--- config.mk ---
export PLATFORM = sky130hd
export DESIGN_NAME = sensor_frame_parser_with_checksum
export DESIGN_NICKNAME = d
export VERILOG_FILES = /design/src/hdl/sfp_pkg.sv /design/src/hdl/sfp_front.sv /design/src/hdl/sfp_queue.sv /design/src/hdl/sfp_back.sv /design/src/hdl/sensor_frame_parser_with_checksum.sv
export VERILOG_INCLUDE_DIRS = /design/src /design/src/hdl
export SDC_FILE = /design/constraint.sdc
export NUM_CORES = 1
export LEC_CHECK = 0
export ABC_AREA = 1
export BUFFER_PORTS_ARGS = -buffer_cell sky130_fd_sc_hd__buf_4
export CORE_ASPECT_RATIO = 1.25
export CORE_MARGIN = 4
export CORE_UTILIZATION = 58
export DETAILED_ROUTE_END_ITERATION = 10
export PLACE_DENSITY = 0.85
export SLEW_MARGIN = 0
export SYNTH_ARGS = -nofsm -noshare
export SYNTH_HDL_FRONTEND = slang
export SYNTH_SLANG_ARGS = --single-unit
--- constraint.sdc ---
create_clock -name clock -period 5.67 [get_ports clock]
set_clock_uncertainty 0.2 [all_clocks]
set_input_delay 0.2835 -clock clock [delete_from_list [all_inputs] [get_ports clock]]
set_output_delay 0.2835 -clock clock [all_outputs]
set_load 0.02 [all_outputs]
--- src/hdl/sensor_frame_parser_with_checksum_assert.svh ---
// ----------------------------------------------------------------------------
// sensor frame parser assertion macros
// concurrent assertion wrappers, compiled out with NO_ASSERTIONS
// ----------------------------------------------------------------------------
`ifndef SENSOR_FRAME_PARSER_WITH_CHECKSUM_ASSERT_SVH
`define SENSOR_FRAME_PARSER_WITH_CHECKSUM_ASSERT_SVH

`ifndef NO_ASSERTIONS
// same-cycle implication, sampled on clock, off during reset
`define SFP_ASSERT_NOW(label, pre, post) \
   label: assert property (@(posedge clock) disable iff (reset) (pre) |-> (post)) \
      else $error("sfp assertion failed");
// next-cycle implication
`define SFP_ASSERT_NEXT(label, pre, post) \
   label: assert property (@(posedge clock) disable iff (reset) (pre) |=> (post)) \
      else $error("sfp assertion failed");
`else
`define SFP_ASSERT_NOW(label, pre, post)
`define SFP_ASSERT_NEXT(label, pre, post)
`endif

`endif

--- src/hdl/sfp_pkg.sv ---
// ----------------------------------------------------------------------------
// sfp_pkg
// shared types and constants of the sensor frame parser
// ----------------------------------------------------------------------------
package sfp_pkg;

   localparam logic [7:0] SYNC_A      = 8'hAA;
   localparam logic [7:0] SYNC_B      = 8'h55;
   localparam logic [7:0] REMAIN_FLAG = 8'h10;
   localparam logic [7:0] RES_MASK    = 8'h60;
   localparam logic [7:0] RES_9BIT    = 8'h00;
   localparam logic [7:0] RES_10BIT   = 8'h20;
   localparam logic [7:0] RES_11BIT   = 8'h40;
   localparam logic [15:0] FRAC_MASK  = 16'hFFF0;
   localparam logic [15:0] REMAIN_BASE = 16'd12;

   localparam int unsigned SKIP_BYTES  = 2;
   localparam int unsigned REC_BYTES   = 9;
   localparam int unsigned REC_EMIT    = 7;
   localparam int unsigned POS_W       = 4;

   // queue depth must be a power of two
   localparam int unsigned QUEUE_DEPTH = 2;
   localparam int unsigned QPTR_W      = $clog2(QUEUE_DEPTH);
   localparam int unsigned QCNT_W      = $clog2(QUEUE_DEPTH + 1);

   localparam int unsigned CSR_ADDR_W  = 3;
   localparam int unsigned CSR_DATA_W  = 32;

   typedef enum logic [2:0] {
      PH_HUNT  = 3'd0,
      PH_SKIP  = 3'd1,
      PH_LIGHT = 3'd2,
      PH_CKSUM = 3'd3,
      PH_THERM = 3'd4
   } sfp_phase_type;

   typedef enum logic [1:0] {
      KIND_LIGHT   = 2'd0,
      KIND_VERDICT = 2'd1,
      KIND_TEMP    = 2'd2
   } sfp_kind_type;

   typedef enum logic {
      REG_SENSOR_FAMILY = 1'b0
   } sfp_reg_type;

   typedef struct packed {
      sfp_kind_type kind;
      logic [6:0]   channel;
      logic [15:0]  word_value;
      logic         checksum_ok;
      logic         frame_last;
      logic [7:0]   rec_lo;
      logic [7:0]   rec_hi;
      logic [7:0]   rec_cfg;
      logic [7:0]   rec_remain;
      logic         remain_valid;
   } sfp_item_type;

endpackage

--- src/hdl/sfp_front.sv ---
// ----------------------------------------------------------------------------
// sfp_front
// byte-level frame parser: sync hunt, light words, checksum, record capture
// ----------------------------------------------------------------------------
`include "sensor_frame_parser_with_checksum_assert.svh"

module sfp_front #(
   parameter int unsigned LIGHT_WORDS = 68,
   parameter int unsigned THERM_COUNT = 10
) (
   input  logic                  clock,
   input  logic                  reset,
   input  logic                  byte_valid,
   input  logic [7:0]            byte_data,
   input  logic                  queue_full,
   output logic                  byte_ready,
   output logic                  push,
   output sfp_pkg::sfp_item_type push_item
);

   localparam logic [6:0] LAST_LIGHT = 7'(LIGHT_WORDS - 1);
   localparam logic [6:0] LAST_THERM = 7'(THERM_COUNT - 1);
   localparam logic [sfp_pkg::POS_W-1:0] POS_SKIP_LAST = sfp_pkg::POS_W'(sfp_pkg::SKIP_BYTES - 1);
   localparam logic [sfp_pkg::POS_W-1:0] POS_EMIT = sfp_pkg::POS_W'(sfp_pkg::REC_EMIT);
   localparam logic [sfp_pkg::POS_W-1:0] POS_END  = sfp_pkg::POS_W'(sfp_pkg::REC_BYTES - 1);

   sfp_pkg::sfp_phase_type phase_ff, phase_in;
   logic [1:0]                  sync_ff, sync_in;
   logic [sfp_pkg::POS_W-1:0]   pos_ff, pos_in;
   logic [6:0]                  idx_ff, idx_in;
   logic [7:0]                  hold_ff, hold_in;
   logic [15:0]                 sum_ff, sum_in;
   logic [7:0]                  rec_lo_ff, rec_lo_in;
   logic [7:0]                  rec_hi_ff, rec_hi_in;
   logic [7:0]                  rec_cfg_ff, rec_cfg_in;
   logic [7:0]                  rec_rem_ff, rec_rem_in;
   logic                        accept;
   logic [15:0]                 word;
   logic [7:0]                  expect_byte;

   assign byte_ready  = !queue_full;
   assign accept      = byte_valid && byte_ready;
   assign word        = {hold_ff, byte_data};
   assign expect_byte = sync_ff[0] ? sfp_pkg::SYNC_B : sfp_pkg::SYNC_A;

   always_ff @(posedge clock) begin
      if (reset) begin
         phase_ff <= sfp_pkg::PH_HUNT;
         sync_ff  <= 2'd0;
         pos_ff   <= '0;
         idx_ff   <= 7'd0;
         hold_ff  <= 8'd0;
         sum_ff   <= 16'd0;
      end else begin
         phase_ff <= phase_in;
         sync_ff  <= sync_in;
         pos_ff   <= pos_in;
         idx_ff   <= idx_in;
         hold_ff  <= hold_in;
         sum_ff   <= sum_in;
      end
   end

   always_ff @(posedge clock) begin
      rec_lo_ff  <= rec_lo_in;
      rec_hi_ff  <= rec_hi_in;
      rec_cfg_ff <= rec_cfg_in;
      rec_rem_ff <= rec_rem_in;
   end

   always_comb begin
      phase_in   = phase_ff;
      sync_in    = sync_ff;
      pos_in     = pos_ff;
      idx_in     = idx_ff;
      hold_in    = hold_ff;
      sum_in     = sum_ff;
      rec_lo_in  = rec_lo_ff;
      rec_hi_in  = rec_hi_ff;
      rec_cfg_in = rec_cfg_ff;
      rec_rem_in = rec_rem_ff;
      push       = 1'b0;
      push_item  = '{kind: sfp_pkg::KIND_LIGHT, channel: idx_ff, word_value: word,
                     checksum_ok: 1'b0, frame_last: 1'b0, rec_lo: rec_lo_ff,
                     rec_hi: rec_hi_ff, rec_cfg: rec_cfg_ff, rec_remain: rec_rem_ff,
                     remain_valid: (byte_data == sfp_pkg::REMAIN_FLAG)};
      if (accept) begin
         unique case (phase_ff)
            sfp_pkg::PH_SKIP: begin
               if (pos_ff == POS_SKIP_LAST) begin
                  phase_in = sfp_pkg::PH_LIGHT;
                  pos_in   = '0;
                  idx_in   = 7'd0;
               end else begin
                  pos_in = pos_ff + 1'b1;
               end
            end
            sfp_pkg::PH_LIGHT: begin
               if (pos_ff == '0) begin
                  hold_in = byte_data;
                  pos_in  = sfp_pkg::POS_W'(1);
               end else begin
                  push   = 1'b1;
                  sum_in = sum_ff + word;
                  pos_in = '0;
                  if (idx_ff == LAST_LIGHT) begin
                     phase_in = sfp_pkg::PH_CKSUM;
                     idx_in   = 7'd0;
                  end else begin
                     idx_in = idx_ff + 7'd1;
                  end
               end
            end
            sfp_pkg::PH_CKSUM: begin
               if (pos_ff == '0) begin
                  hold_in = byte_data;
                  pos_in  = sfp_pkg::POS_W'(1);
               end else begin
                  push                  = 1'b1;
                  push_item.kind        = sfp_pkg::KIND_VERDICT;
                  push_item.channel     = 7'd0;
                  push_item.checksum_ok = (word == sum_ff);
                  push_item.frame_last  = (word != sum_ff);
                  pos_in                = '0;
                  idx_in                = 7'd0;
                  sync_in               = 2'd0;
                  phase_in = (word == sum_ff) ? sfp_pkg::PH_THERM : sfp_pkg::PH_HUNT;
               end
            end
            sfp_pkg::PH_THERM: begin
               unique case (pos_ff)
                  sfp_pkg::POS_W'(0): rec_lo_in  = byte_data;
                  sfp_pkg::POS_W'(1): rec_hi_in  = byte_data;
                  sfp_pkg::POS_W'(4): rec_cfg_in = byte_data;
                  sfp_pkg::POS_W'(6): rec_rem_in = byte_data;
                  default: ;
               endcase
               if (pos_ff == POS_EMIT) begin
                  push                 = 1'b1;
                  push_item.kind       = sfp_pkg::KIND_TEMP;
                  push_item.word_value = 16'd0;
                  push_item.frame_last = (idx_ff == LAST_THERM);
               end
               if (pos_ff == POS_END) begin
                  pos_in = '0;
                  if (idx_ff == LAST_THERM) begin
                     phase_in = sfp_pkg::PH_HUNT;
                     sync_in  = 2'd0;
                     idx_in   = 7'd0;
                  end else begin
                     idx_in = idx_ff + 7'd1;
                  end
               end else begin
                  pos_in = pos_ff + 1'b1;
               end
            end
            default: begin
               phase_in = sfp_pkg::PH_HUNT;
               if (byte_data == expect_byte) begin
                  if (sync_ff == 2'd3) begin
                     phase_in = sfp_pkg::PH_SKIP;
                     sync_in  = 2'd0;
                     pos_in   = '0;
                     idx_in   = 7'd0;
                     sum_in   = 16'd0;
                  end else begin
                     sync_in = sync_ff + 2'd1;
                  end
               end else begin
                  sync_in = (byte_data == sfp_pkg::SYNC_A) ? 2'd1 : 2'd0;
               end
            end
         endcase
      end
   end

   `SFP_ASSERT_NOW(a_front_push_needs_room, push, !queue_full)
   `SFP_ASSERT_NOW(a_front_fail_ends_frame,
      push && (push_item.kind == sfp_pkg::KIND_VERDICT) && !push_item.checksum_ok,
      push_item.frame_last)

endmodule

--- src/hdl/sfp_queue.sv ---
// ----------------------------------------------------------------------------
// sfp_queue
// short item queue between the parser and the decode stage
// ----------------------------------------------------------------------------
`include "sensor_frame_parser_with_checksum_assert.svh"

module sfp_queue (
   input  logic                  clock,
   input  logic                  reset,
   input  sfp_pkg::sfp_item_type wr_item,
   output sfp_pkg::sfp_item_type rd_item,
   input  logic                  push,
   input  logic                  pop,
   output logic                  full,
   output logic                  not_empty
);

   sfp_pkg::sfp_item_type        mem_ff [sfp_pkg::QUEUE_DEPTH];
   logic [sfp_pkg::QPTR_W-1:0]   wr_ptr_ff, wr_ptr_in;
   logic [sfp_pkg::QPTR_W-1:0]   rd_ptr_ff, rd_ptr_in;
   logic [sfp_pkg::QCNT_W-1:0]   count_ff, count_in;
   logic                         do_push;
   logic                         do_pop;

   assign do_push = push;
   assign do_pop  = pop;

   always_ff @(posedge clock) begin
      if (reset) begin
         wr_ptr_ff <= '0;
         rd_ptr_ff <= '0;
         count_ff  <= '0;
      end else begin
         wr_ptr_ff <= wr_ptr_in;
         rd_ptr_ff <= rd_ptr_in;
         count_ff  <= count_in;
      end
   end

   always_ff @(posedge clock) begin
      if (do_push) begin
         mem_ff[wr_ptr_ff] <= wr_item;
      end
   end

   always_comb begin
      wr_ptr_in = do_push ? sfp_pkg::QPTR_W'(wr_ptr_ff + 1'b1) : wr_ptr_ff;
      rd_ptr_in = do_pop  ? sfp_pkg::QPTR_W'(rd_ptr_ff + 1'b1) : rd_ptr_ff;
      count_in  = count_ff;
      if (do_push && !do_pop) begin
         count_in = count_ff + 1'b1;
      end else if (do_pop && !do_push) begin
         count_in = count_ff - 1'b1;
      end
   end

   assign rd_item = mem_ff[rd_ptr_ff];

   assign full      = (count_ff == sfp_pkg::QCNT_W'(sfp_pkg::QUEUE_DEPTH));
   assign not_empty = (count_ff != '0);

   `SFP_ASSERT_NOW(a_queue_count_bound, 1'b1,
      count_ff <= sfp_pkg::QCNT_W'(sfp_pkg::QUEUE_DEPTH))
   `SFP_ASSERT_NOW(a_queue_pop_nonempty, do_pop, count_ff != '0)

endmodule

--- src/hdl/sfp_back.sv ---
// ----------------------------------------------------------------------------
// sfp_back
// temperature decode and result output register
// ----------------------------------------------------------------------------
`include "sensor_frame_parser_with_checksum_assert.svh"

module sfp_back (
   input  logic                  clock,
   input  logic                  reset,
   input  logic                  sensor_family,
   input  logic                  item_valid,
   input  sfp_pkg::sfp_item_type item,
   output logic                  item_pop,
   output logic                  rsp_valid,
   input  logic                  rsp_ready,
   output logic [1:0]            rsp_kind,
   output logic [6:0]            rsp_channel,
   output logic [15:0]           rsp_word_value,
   output logic signed [15:0]    rsp_temperature,
   output logic                  rsp_checksum_ok,
   output logic                  rsp_frame_last
);

   logic               valid_ff, valid_in;
   logic [1:0]         kind_ff;
   logic [6:0]         channel_ff;
   logic [15:0]        word_ff;
   logic signed [15:0] temp_ff;
   logic               ok_ff;
   logic               last_ff;
   logic [15:0]        raw;
   logic [15:0]        shifted;
   logic [15:0]        temp_in;
   logic [7:0]         res_cfg;

   assign item_pop = item_valid && (!valid_ff || rsp_ready);
   assign raw      = {item.rec_hi, item.rec_lo};
   assign shifted  = {raw[12:0], 3'b000};
   assign res_cfg  = item.rec_cfg & sfp_pkg::RES_MASK;

   always_comb begin
      temp_in = 16'd0;
      if (item.kind == sfp_pkg::KIND_TEMP) begin
         if (sensor_family) begin
            temp_in = shifted;
            if (item.remain_valid) begin
               temp_in = (shifted & sfp_pkg::FRAC_MASK) + sfp_pkg::REMAIN_BASE
                         - {8'd0, item.rec_remain};
            end
         end else begin
            unique case (res_cfg)
               sfp_pkg::RES_9BIT:  temp_in = raw & 16'hFFF8;
               sfp_pkg::RES_10BIT: temp_in = raw & 16'hFFFC;
               sfp_pkg::RES_11BIT: temp_in = raw & 16'hFFFE;
               default:            temp_in = raw;
            endcase
         end
      end
   end

   always_comb begin
      valid_in = valid_ff;
      if (item_pop) begin
         valid_in = 1'b1;
      end else if (rsp_ready) begin
         valid_in = 1'b0;
      end
   end

   always_ff @(posedge clock) begin
      if (reset) begin
         valid_ff <= 1'b0;
      end else begin
         valid_ff <= valid_in;
      end
   end

   always_ff @(posedge clock) begin
      if (item_pop) begin
         kind_ff    <= item.kind;
         channel_ff <= item.channel;
         word_ff    <= item.word_value;
         temp_ff    <= temp_in;
         ok_ff      <= item.checksum_ok;
         last_ff    <= item.frame_last;
      end
   end

   assign rsp_valid       = valid_ff;
   assign rsp_kind        = kind_ff;
   assign rsp_channel     = channel_ff;
   assign rsp_word_value  = word_ff;
   assign rsp_temperature = temp_ff;
   assign rsp_checksum_ok = ok_ff;
   assign rsp_frame_last  = last_ff;

   `SFP_ASSERT_NEXT(a_back_pop_loads, item_pop, valid_ff)

endmodule

--- src/hdl/sensor_frame_parser_with_checksum.sv ---
// ----------------------------------------------------------------------------
// sensor_frame_parser_with_checksum
// sync-word frame parser with 16-bit sum checksum and thermometer decoding
// ----------------------------------------------------------------------------
//  channel   direction  ports                     carries
//  req       in         req_valid/req_ready       one received byte per item
//  rsp       out        rsp_valid/rsp_ready       light word, verdict or temperature
//  csr       in/out     csr_psel..csr_pready      sensor_family at byte address 0
//
//  one byte accepted per cycle while req_ready is high; each result is registered
//  in the item queue, then in the output register; reset needs no clearing pass
//  req_ready drops only when the two-entry item queue is full, which happens
//  when rsp is held off; while it is full every byte waits, result or not
// ----------------------------------------------------------------------------
module sensor_frame_parser_with_checksum #(
   parameter int unsigned LIGHT_WORDS = 68,
   parameter int unsigned THERM_COUNT = 10
) (
   input  logic                               clock,
   input  logic                               reset,
   input  logic                               req_valid,
   output logic                               req_ready,
   input  logic [7:0]                         req_rx_byte,
   output logic                               rsp_valid,
   input  logic                               rsp_ready,
   output logic [1:0]                         rsp_kind,
   output logic [6:0]                         rsp_channel,
   output logic [15:0]                        rsp_word_value,
   output logic signed [15:0]                 rsp_temperature,
   output logic                               rsp_checksum_ok,
   output logic                               rsp_frame_last,
   input  logic                               csr_psel,
   input  logic                               csr_penable,
   input  logic                               csr_pwrite,
   input  logic [sfp_pkg::CSR_ADDR_W-1:0]     csr_paddr,
   input  logic [sfp_pkg::CSR_DATA_W-1:0]     csr_pwdata,
   output logic [sfp_pkg::CSR_DATA_W-1:0]     csr_prdata,
   output logic                               csr_pready
);

   logic                  family_ff, family_in;
   logic                  csr_hit;
   sfp_pkg::sfp_item_type push_item;
   sfp_pkg::sfp_item_type head_item;
   logic                  q_full;
   logic                  q_not_empty;
   logic                  push;
   logic                  pop;

   assign csr_pready = 1'b1;
   assign csr_hit    = (csr_paddr[2] == sfp_pkg::REG_SENSOR_FAMILY);

   always_comb begin
      family_in = family_ff;
      if (csr_psel && csr_penable && csr_pwrite && csr_pready && csr_hit) begin
         family_in = csr_pwdata[0];
      end
   end

   always_ff @(posedge clock) begin
      if (reset) begin
         family_ff <= 1'b1;
      end else begin
         family_ff <= family_in;
      end
   end

   assign csr_prdata = csr_hit ? {{(sfp_pkg::CSR_DATA_W-1){1'b0}}, family_ff} : '0;

   sfp_front #(
      .LIGHT_WORDS (LIGHT_WORDS),
      .THERM_COUNT (THERM_COUNT)
   ) u_front (
      .clock      (clock),
      .reset      (reset),
      .byte_valid (req_valid),
      .byte_data  (req_rx_byte),
      .queue_full (q_full),
      .byte_ready (req_ready),
      .push       (push),
      .push_item  (push_item)
   );

   sfp_queue u_queue (
      .clock     (clock),
      .reset     (reset),
      .wr_item   (push_item),
      .rd_item   (head_item),
      .push      (push),
      .pop       (pop),
      .full      (q_full),
      .not_empty (q_not_empty)
   );

   sfp_back u_back (
      .clock           (clock),
      .reset           (reset),
      .sensor_family   (family_ff),
      .item_valid      (q_not_empty),
      .item            (head_item),
      .item_pop        (pop),
      .rsp_valid       (rsp_valid),
      .rsp_ready       (rsp_ready),
      .rsp_kind        (rsp_kind),
      .rsp_channel     (rsp_channel),
      .rsp_word_value  (rsp_word_value),
      .rsp_temperature (rsp_temperature),
      .rsp_checksum_ok (rsp_checksum_ok),
      .rsp_frame_last  (rsp_frame_last)
   );

endmodule
Word level (Yosys, flattened, before mapping)
Memory sizes are Yosys's and may differ from the RTL's. A register that Yosys moved wholly into a read port is not among the register bits.
Index checks and enable logic that the tools add are counted.
{ "op_classes": {"add_sub_neg": 10, "n_eq_ne": 27, "muxes": 64, "bitwise": 3, "n_reduce_logical": 36} }
{ "op_table": {"columns": ["operator", "n"], "rows": [
  ["16-bit 2-to-1 mux", 7],
  ["7-bit 2-to-1 mux", 9],
  ["16-bit one-hot mux with 2 select lines", 1],
  ["7-bit one-hot mux with 4 select lines", 1],
  ["27-bit 2-to-1 mux", 1],
  ["3-bit 2-to-1 mux", 8],
  ["2-bit 2-to-1 mux", 9],
  ["3-bit AND reduction", 6],
  ["16-bit adder", 1],
  ["16-bit by 4-bit adder with 16-bit output (second input constant)", 1],
  ["16-bit == test", 1],
  ["4-bit 2-to-1 mux", 4],
  ["8-bit 2-to-1 mux", 2],
  ["16-bit != test", 1],
  ["16-bit by 8-bit subtractor with 16-bit output", 1],
  ["1-bit 2-to-1 mux", 15],
  ["7-bit AND reduction", 2],
  ["4-bit by 3-bit == test with 1-bit output (second input constant)", 3],
  ["3-bit one-hot mux with 4 select lines", 1],
  ["4-bit one-hot mux with 3 select lines", 1],
  ["5-bit AND reduction", 2],
  ["2-bit nonzero test", 5],
  ["5-bit nonzero test", 2],
  ["3-bit one-hot mux with 3 select lines", 1],
  ["31 further kinds", 55]
]} }
{ "totals": {"ff_bits": 121, "mem_bits_rw": 120, "output_inout_bits": 78, "word_cells": 162, "mem_count": 1} }
{ "memory_table": {"columns": ["memory", "depth", "width", "rd", "rd_clocked_by_memory_dff", "write_ports", "line_no", "source"], "rows": [
  ["u_queue.mem_ff", 2, 60, 1, 1, 1, "sfp_queue.sv:18", "sfp_pkg::sfp_item_type mem_ff [sfp_pkg::QUEUE_DEPTH];"]
]} }

Logic depth before layout (Yosys ltp)
{ "depth": {"depth_word": 8, "depth_mapped": 16, "ltp_nobuf": 14} }

Modules after synthesis
Synthesis repeated with hierarchy kept, for this count alone.
{ "unflattened": {"cells_unflattened": 1098, "area_unflattened_um2": 11688.7} }
{ "by_module_without_submodules": {"columns": ["module", "n_inst", "cells_per_inst", "area_each_um2", "seq_area_each_um2"], "rows": [
  ["sfp_queue", 1, 220, 4862.2, 3703.6],
  ["sfp_front", 1, 605, 4287.9, 1761.7],
  ["sfp_back", 1, 227, 2224.6, 1311.3],
  ["sensor_frame_parser_with_checksum", 1, 46, 314.1, 20.0]
]} }

Worst setup path after synthesis
OpenSTA, ideal clock, no wires.
{ "synth_timing": {"path_kind": "register -> register", "startpoint": "register u_front.pos_ff[0] (netlist name)", "endpoint": "memory u_queue.mem_ff[1][0] (netlist name) (enable)", "arrival_ns": 3.402, "required_time_ns": 5.002, "slack_ns": 1.600, "stages_incl_launch_ff": 8, "path_buffers": 0, "synth_period_minus_slack_ns": 4.070, "cell_sequence": "dfxtp_1 > inv_1 > ha_1 > inv_1 > nor3_4 > nor3_2 > o21ai_0 > nor2_1"} }
{ "synth_via": {"elab_chain_cells": 6} }
{ "synth_rtl": {"columns": ["element", "line_no", "source"], "rows": [
  ["from (decl)", "sfp_front.sv:29", "logic [sfp_pkg::POS_W-1:0] pos_ff, pos_in;"],
  ["from (signal assigned)", "sfp_front.sv:57", "pos_ff <= pos_in;"],
  ["4-bit by 3-bit == test with 1-bit output or 4-bit logical NOT (tied branches)", "sfp_front.sv:138, sfp_front.sv:99, sfp_front.sv:115", null],
  ["1-bit 2-to-1 mux, on equally long branches", "sfp_front.sv:138, sfp_front.sv:99, sfp_front.sv:115", null],
  ["1-bit one-hot mux with 2 select lines (*)", "sfp_front.sv:88", "unique case (phase_ff)"],
  ["1-bit 2-to-1 mux (*)", "sfp_front.sv:87", "if (accept) begin"],
  ["1-bit 2-to-1 mux (*)", "sfp_queue.sv:41", "if (do_push) begin"],
  ["1-bit 2-to-1 mux (implied by the code) (*)", "sfp_queue.sv:42", "mem_ff[wr_ptr_ff] <= wr_item;"],
  ["to (decl)", "sfp_queue.sv:18", null]
]} }
Every way passes the cells marked *; elsewhere a longest branch is shown, timed or not.

==> flow_summary_export.csv <==
group,metric,value,unit
grt,grt_max_degree,55,
power,power_density,434,nW/µm²
power,power_frac_comb,29.5,%
finish,instances_no_fill,1384,
floorplan,start_util,59.7,%
synth,async_flop_share,0,%
synth,synthFlopType,"edfxtp_1",
timing,setup_viol,0,
cts,clk_latency,500,ps
power,p_seq_share,41.5,%
floorplan,die_area,20400,µm²
power,power_frac_clock,29.0,%
timing,min_period_over_period,55.1,%
critical_path,endpoint_kind,"flip-flop",
critical_path,critPathMaxFanout,36,
placed_design,dpl.hpwl,15.6,mm
timing,min_period,3130,ps
cts,cts_buffers,22,
timing,hold_slack,90.3,ps
synth,synth_area_leaders,"edfxtp_1 (50%), nand2_1 (9.6%), dfxtp_1 (8.9%), a21oi_1 (3.9%), inv_1 (3.4%)",
detailed_routing,wl_per_cell,17.1,µm
timing,tightest_slew,916,ps
timing,max_slew_margin,38.7,%
finish,layout_commonest_cell,"nand2_1",
grt,antenna_found_initial,0,
floorplan,rows,54,
placed_design,post-place-cells,1330,
detailed_routing,wl,23.6,mm
power,power.switching,1.74,mW
cts,htreeDepth,1,
status,status,"finished, final reports clean",
synth,synth_area,10500,µm²
timing,finalHoldViolCount,0,
critical_path,crit_slowest_cell,"dfxtp_2",
power,power,5.19,mW
finish,final_cell_mix,"nand2_1 (270), edfxtp_1 (177), inv_1 (96)",
synth,syn_avg_cell_area,9.89,µm²
cts,cts_max_path_buffers,3,
detailed_routing,drtIter0Drc,729,
critical_path,crit_arrival,3240,ps
floorplan,core,17600,µm²
cts,clkTransAtPathRegs,60,ps
floorplan,fp.dieW,129,µm
power,peakVddDrop,0.215,mV
grt,grt_pass1_wl,37.1,mm
critical_path,cp_cell_sequence,"inv_2, buf_4, or2_2, o21ai_0, nand2_1, inv_1, o21ai_0, a31oi_1",
critical_path,cp_slowest_stage_delay,660,ps
grt,grt_usage,22.9,%
detailed_routing,viasPerCell,5.55,
cts,cts_tree,"yes",
power,p_sw_share,33.5,%
critical_path,startpoint_type,"flip-flop",
finish,antenna_cells,0,
finish,finalNetCount,1223,
finish,syn_to_final_growth,13.6,%
synth,synth_area_leader_cell,"edfxtp_1",
critical_path,crit_required,5790,ps
floorplan,dieHeight,159,µm
cts,clockRootBuffer,"clkbuf_16",
floorplan,pin_count,128,
detailed_routing,dr_total_vias,7678,
synth,ys_types,46,
timing,rsz0062_at_grt,"false",
detailed_routing,dr.pass1.iters,7,
power,p_int,3.45,mW
flow_run,cap_violations,0,
cts,cts.sinks,224,
synth,ys_warn_count,0,
synth,synthCells,1065,
placed_design,gp_congestion,0.933,
timing,fmax,0.320,GHz
placed_design,io_buffers,62,
synth,yosysSeqAreaShare,59.4,%
hold_path,hold_path.class,"in -> reg",
finish,nFillCells,1275,
synth,synth.top_cell.area_share,50.5,%
power,leakagePower,4.88,nW
detailed_routing,drc,0,
synth,synth-edff-count,177,
cts,post_cts_buffers,0,
timing,final.setup.tns,0,ps
grt,grt_pass1_vias,7477,
critical_path,worstSetupPathType,"reg -> reg",
timing,slew_violations,0,
detailed_routing,ant_nets,0,
synth,synth-seq-cells,224,
critical_path,crit_top_cell,"o21ai_0",
grt,grt_overflow_total,0,
finish,drive_gt1_share,14.1,%
-- layer usage --
| metal | track usage (%) | routed length (µm) | up-vias |
|---|---|---|---|
| li1 | - | - | 3688 |
| met1 | 27.1 | 8650 | 3570 |
| met2 | 42.6 | 12600 | 353 |
| met3 | 2.82 | 1700 | 67 |
| met4 | 8.15 | 659 | 0 |
| met5 | 0 | 0 | - |
-- synth_stat cells, drive strengths merged, types with 3 or more instances --
cell    count
buf        48
inv       106
nand3b      5
nand3      72
o21ai      39
nor4        7
a21oi      85
ha         28
edfxtp    177
nand2     291
clkbuf      9
or2         5
dfxtp      47
nand4      11
o21bai      3
nor2       92
nor3       11
mux2i       6
xor2       10
-- area by class of cell --
type	count	area [µm²]	share of cell area [%]
sequential	224	6260	52.3
timing repair buffer	82	651	5.44
clock inverter	9	123	1.02
tap	224	280	2.34
clock buffer	31	636	5.31
multi-input combinational	708	3620	30.3
inverter	106	398	3.33
-- logic make-up (layout without fill, tap and decap cells) --
kind of cell / count (synthesis) / count (layout) / share of synthesized area, %
AO/OA/AOI/OAI: 136 / 136 / 7.06
flip-flops: 224 / 224 / 59.4
buffers and inverters: 163 / 228 / 7.51
XOR/XNOR: 10 / 10 / 0.832
other: 2 / 32 / 0.0713
multiplexers: 6 / 6 / 0.570
adder cells (fa/ha/maj): 29 / 29 / 3.52
AND/OR/NAND/NOR: 495 / 495 / 21.0
-- critical path: cells and delay by family (launching register included) --
family / cells / cell delay [ps]
AOI/OAI and AO/OA: 3 / 500
buffers and inverters: 3 / 860
DFF: 1 / 660
and+or+nand+nor: 2 / 680
-- metrics by stage --
step	worst slack, ps	area [µm²]	utilization (%)
5_1_grt	2390	12000	67.9
6_report	2540	12000	67.9
3_5_place_dp	2630	11100	62.8
4_1_cts	2550	12000	67.9
2_1_floorplan	1600	10600	-
3_3_place_gp	2750	11100	62.8
-- state kept, by name (all words and copies together) (netlist names), 3 cells and up, named ones only --
signal / flops
u_queue.mem_ff: 108
u_back.rsp_channel: 7
u_back.rsp_temperature: 16
u_front.idx_ff: 7
u_back.rsp_word_value: 16
u_front.hold_ff: 8
u_front.sum_ff: 16
u_front.pos_ff: 4
u_front.rec_rem_ff: 8
u_front.rec_lo_ff: 8
u_front.phase_ff: 3
u_front.rec_hi_ff: 8
-- power groups by stage --
stage               Clock [mW]  Sequential (mW)  Combinational (mW)
finish                    1.51             2.16                1.53
global route              1.60             2.18                1.65
CTS                       1.52             2.16                1.52
detailed placement           0             2.19                1.49
global placement             0             2.17                1.44
floorplan                    0             2.37               0.845
-- what timing repair did --
item                                   CTS  global route
endpoints found under the hold margin   52             0
gates resized for setup                  0             0
hold buffers                            14             0
-- final timing paths --
check	startpoint	end	slack, ps	depth (start not counted)
setup / recovery	flip-flop	u_back.rsp_temperature[10]	2540	8
setup reg to reg	flip-flop	u_back.rsp_temperature[10]	2540	8
hold / removal	req_valid	u_queue.mem_ff[1][33]	90	3
hold reg to reg	u_front.rec_cfg_ff[5]	u_queue.mem_ff[0][14]	240	0
Power figures use the tool's default switching activity.
